--- src/rtl/qvp_pkg.sv ---
package qvp_pkg;

    localparam int QUAT_FRAC_BITS = 14;
    localparam int OFF_SHIFT      = 2 * QUAT_FRAC_BITS - 8;

    // Register indexes on the configuration port.
    localparam logic [2:0] REG_ROT_W      = 3'd0;
    localparam logic [2:0] REG_ROT_X      = 3'd1;
    localparam logic [2:0] REG_ROT_Y      = 3'd2;
    localparam logic [2:0] REG_ROT_Z      = 3'd3;
    localparam logic [2:0] REG_OFFSET_X   = 3'd4;
    localparam logic [2:0] REG_OFFSET_Y   = 3'd5;
    localparam logic [2:0] REG_OFFSET_Z   = 3'd6;
    localparam logic [2:0] REG_PROJ_SCALE = 3'd7;

    localparam int VW  = 8;    // vertex coordinate
    localparam int MVW = 24;   // q times v
    localparam int PW  = 26;   // first quaternion product
    localparam int PQW = 42;   // p times q
    localparam int TW  = 45;   // translated point, signed
    localparam int MW  = 44;   // magnitude of the translated point
    localparam int LOW = 22;   // low slice of a magnitude for the scale multiply
    localparam int SPW = 38;   // scale times one slice
    localparam int NW  = 52;   // numerator after dropping the 256 of the divisor
    localparam int QB  = 8;    // quotient bits
    localparam int FIFO_DEPTH = 4;
    localparam int FIFO_AW    = $clog2(FIFO_DEPTH);
    localparam int FIFO_CW    = $clog2(FIFO_DEPTH + 1);

    typedef struct packed {
        logic signed [15:0] rot_w;
        logic signed [15:0] rot_x;
        logic signed [15:0] rot_y;
        logic signed [15:0] rot_z;
        logic signed [15:0] offset_x;
        logic signed [15:0] offset_y;
        logic signed [15:0] offset_z;
        logic [15:0]        proj_scale;
    } qvp_cfg_t;

    // Classified point handed from the rotation part to the projection part.
    typedef struct packed {
        logic [MW-1:0] mag_x;
        logic [MW-1:0] mag_y;
        logic [MW-1:0] den;
        logic          neg_x;
        logic          neg_y;
        logic          dz;
    } qvp_entry_t;

endpackage

--- src/rtl/qvp_fifo.sv ---
module qvp_fifo
    import qvp_pkg::*;
(
    input  logic       aclk,
    input  logic       aresetn,
    input  logic       push,
    input  qvp_entry_t push_entry,
    input  logic       pop,
    output qvp_entry_t head,
    output logic       full,
    output logic       empty
);

    qvp_entry_t           mem [FIFO_DEPTH];
    logic [FIFO_AW-1:0]   wr_ptr_reg;
    logic [FIFO_AW-1:0]   rd_ptr_reg;
    logic [FIFO_CW-1:0]   count_reg;
    logic [FIFO_CW-1:0]   count_next;

    assign full  = (count_reg == FIFO_CW'(FIFO_DEPTH));
    assign empty = (count_reg == '0);
    assign head  = mem[rd_ptr_reg];

    always_comb begin
        count_next = count_reg;
        if (push && !(pop && !empty)) begin
            count_next = count_reg + 1'b1;
        end else if (!push && pop && !empty) begin
            count_next = count_reg - 1'b1;
        end
    end

    always_ff @(posedge aclk) begin
        if (!aresetn) begin
            wr_ptr_reg <= '0;
            rd_ptr_reg <= '0;
            count_reg  <= '0;
        end else begin
            count_reg <= count_next;
            if (push) begin
                wr_ptr_reg <= wr_ptr_reg + 1'b1;
            end
            if (pop && !empty) begin
                rd_ptr_reg <= rd_ptr_reg + 1'b1;
            end
        end
    end

    always_ff @(posedge aclk) begin
        if (push) begin
            mem[wr_ptr_reg] <= push_entry;
        end
    end

endmodule

--- config.mk ---
export PLATFORM = sky130hd
export DESIGN_NAME = qvp_fifo
export DESIGN_NICKNAME = d
export VERILOG_FILES = /design/src/rtl/qvp_pkg.sv /design/src/rtl/qvp_fifo.sv
export SDC_FILE = /design/constraint.sdc
export NUM_CORES = 1
export LEC_CHECK = 0
export BUFFER_PORTS_ARGS = -buffer_cell sky130_fd_sc_hd__buf_2
export CAP_MARGIN = 25
export CORE_MARGIN = 8
export CORE_UTILIZATION = 51
export CTS_BUF_LIST = sky130_fd_sc_hd__clkbuf_16
export DETAILED_ROUTE_END_ITERATION = 6
export PLACE_DENSITY = 0.78
export SKIP_CTS_REPAIR_TIMING = 1
export SLEW_MARGIN = 10
export SYNTH_ARGS = -nofsm -noshare
export SYNTH_HDL_FRONTEND = slang
export SYNTH_SLANG_ARGS = --single-unit
--- constraint.sdc ---
create_clock -name aclk -period 4.1 [get_ports aclk]
set_clock_uncertainty 0.15 [all_clocks]
set_input_delay 0.205 -clock aclk [delete_from_list [all_inputs] [get_ports aclk]]
set_output_delay 0.205 -clock aclk [all_outputs]
set_load 0.03 [all_outputs]
==> reports/results.ini <==
[outcome]
status = completed

[timing]
fmax_mhz = 333
rsz0062_at_grt = no
setup_violations = 0
finalMaxSlewViolations = 0
period_needed_ns = 3.00
hold_viol_final = 0
maxSlewHeadroom = 0.430
tightest_slew_ns = 0.854
final.period_utilization = 0.732
fin_tns_setup_ns = 0

[floorplan]
die_h_um = 214
io_pins = 276
die_w_um = 214
design.core.area_sq_mm = 0.0386
die-area_sq_mm = 0.0457
rows = 72
initial_utilization = 0.516

[power]
p_sw_frac = 0.290
powerDensity_mw_per_mm2 = 610
p_switching_mw = 4.46
power.share.clock = 0.321
p_comb_frac = 0.245
power_leakage_nw = 8.58
p_int_mw = 10.9
p_seq_frac = 0.433
ir_worst_vdd_v = 0.000675

[logic_synthesis]
synth_area_sq_mm = 0.0200
synth_area_leaders = edfxtp_1 81%, mux4_2 15%, dfxtp_1 0.90%
synth_most_common_cell = edfxtp_1
synth-seq-cells = 549
synth_top_area_share = 0.813
synth-seq-area-share = 0.822
synth-main-ff-cell = edfxtp_1
syn_nets = 900
synth_cell_types = 28
ys_top_cells_by_count = 540 x edfxtp_1, 135 x mux4_2, 16 x buf_2, 9 x and2_1, 9 x dfxtp_1
syn_area_per_cell_sq_um = 26.4
async_flop_share = 0
synth_edf_count = 540
yosys.area.top_type = edfxtp_1
netlist_instances = 756
synth_warnings = 0

[setup_path]
cp_max_fo = 35
slowest_delay_ns = 0.86
cp_top_family = flip-flops
required_ns = 3.74
critical_path_class = register to primary output
crit_chain = buf_4, mux4_2, buf_2
cp_slowest_cell = dfxtp_4
crit_buf_inv = 2
crit_path_start_kind = register
r2r-start = count_reg[1]
ff2ff_path_depth = 6
r2r_end = count_reg[1]
endpoint_kind = primary output
arrival_ns = 2.65
regToRegSetupSlack_ns = 1.27

[clocking]
cts.sinks = 549
clockRootBuffer = clkbuf_16
cts_max_level = 2
cts_tree = built
clockBufferDepth = 3
clk_latency_ns = 0.57
clkTransAtPathRegs_ns = 0.06
cts_buffers = 54

[global_routing]
antenna_found_initial = 4
grt-busiest-layer = met2
overflow = 0
grtUsageMet1 = 0.222
track_usage = 0.172
grt_use_met3 = 0.0531
grt_pass1_wl_mm = 58.4
grt_max_degree = 136
use_met2 = 0.276
grt_pass1_vias = 9674

[drt]
wirelength_mm = 41.9
drt_iter0_markers = 692
drc = 0
wl_per_cell_um = 23.6
viasPerCell = 5.47
ant_nets = 0
firstDrtPassIters = 5
vias = 9710

[cells_and_area]
layoutNonFillerInstCount = 1775
stdcell_area_sq_mm = 0.0252
post-route-util = 0.652
drive_gt1_frac = 0.408
synthToLayoutAreaGrowth_pct = 26.3
largest_reg_flops = 540
nets = 1354

[place]
globalplace.congestion = 0.711
dp_cells = 1534
io_buffers = 275
hpwl_mm = 24.0
placed_cell_area_sq_mm = 0.0220

[min_path]
hold_end = count_reg[0]
hold_depth = 4
hold_path.class = input port to register
hp-start = pop

[flow_run]
max_cap_viol_count = 0

## power by group through the flow
stage	Sequential [mW]	Combinational (mW)	Clock (mW)
6_report	6.66	3.78	4.94
5_1_grt	6.70	3.98	5.24
4_1_cts	6.67	3.71	5.02
3_5_place_dp	6.79	3.68	0
3_3_place_gp	6.77	3.64	0
2_1_floorplan	6.66	2.77	0
## layout by cell type (no fill, tap or decap), drive strengths merged
cell type and count:
edfxtp 540, buf 291, dlygate4sd3 138, mux4 135, clkbuf 57, clkinv 25, inv 12, dfxtp 9
and2 9, bufinv 7, ha 4, nor3b 3, xnor2 3, nor2b 3, diode 2, xor2 2
o21ai 2, clkinvlp 2, nor3 1, o31ai 1, nand2 1, a21oi 1, nor2 1, a32o 1
o31a 1, o311ai 1, mux2i 1, and3 1, and3b 1, o311a 1, fa 1
## metal layers
| metal | vias up | routed length (um) |
|---|---|---|
| met5 | - | 22 |
| met4 | 4 | 852 |
| met3 | 59 | 3560 |
| met2 | 419 | 21200 |
| met1 | 5035 | 16200 |
| li1 | 4193 | - |
## worst max-delay path by stage
stage	cells after the start	slack, ns	to
finish	3	1.10	head[36]
global route	3	0.92	head[36]
CTS	3	1.02	head[127]
detailed placement	3	1.65	head[13]
global placement	3	1.66	head[13]
floorplan	3	1.31	mem[2][0]
## layout make-up
| type | count | area, sq um |
|---|---|---|
| flip-flops and latches | 549 | 16400 |
| clock inverters | 44 | 377 |
| well taps | 518 | 648 |
| diodes | 2 | 5.00 |
| fillers | 2432 | 13500 |
| multi-input cells | 174 | 3360 |
| inverters | 2 | 7.51 |
| repair buffers | 429 | 2970 |
| clock buffers | 57 | 1430 |
## logic make-up after synthesis
kind of cell / share of synthesized area
AND/OR/NAND/NOR: 0.00627
AO/OA/AOI/OAI: 0.00326
buffers and inverters: 0.0102
flip-flops: 0.822
adder cells (fa/ha/maj): 0.00351
multiplexers: 0.153
XOR/XNOR: 0.00220
## metrics by stage
| stage | hold slack (ns) | total power [mW] | worst slack (ns) |
|---|---|---|---|
| floorplan | 0.154 | 9.43 | 1.31 |
| global placement | 0.266 | 10.4 | 1.66 |
| detailed placement | 0.270 | 10.5 | 1.65 |
| CTS | -0.353 | 15.4 | 1.02 |
| global route | 0.0589 | 15.9 | 0.922 |
| finish | 0.0455 | 15.4 | 1.10 |
## worst min-delay path: stages
cell and delay (ns):
buf_2 0.14, o31ai_2 0.13, xnor2_1 0.14, and2_1 0.12
(Power assumes the default switching activity.)
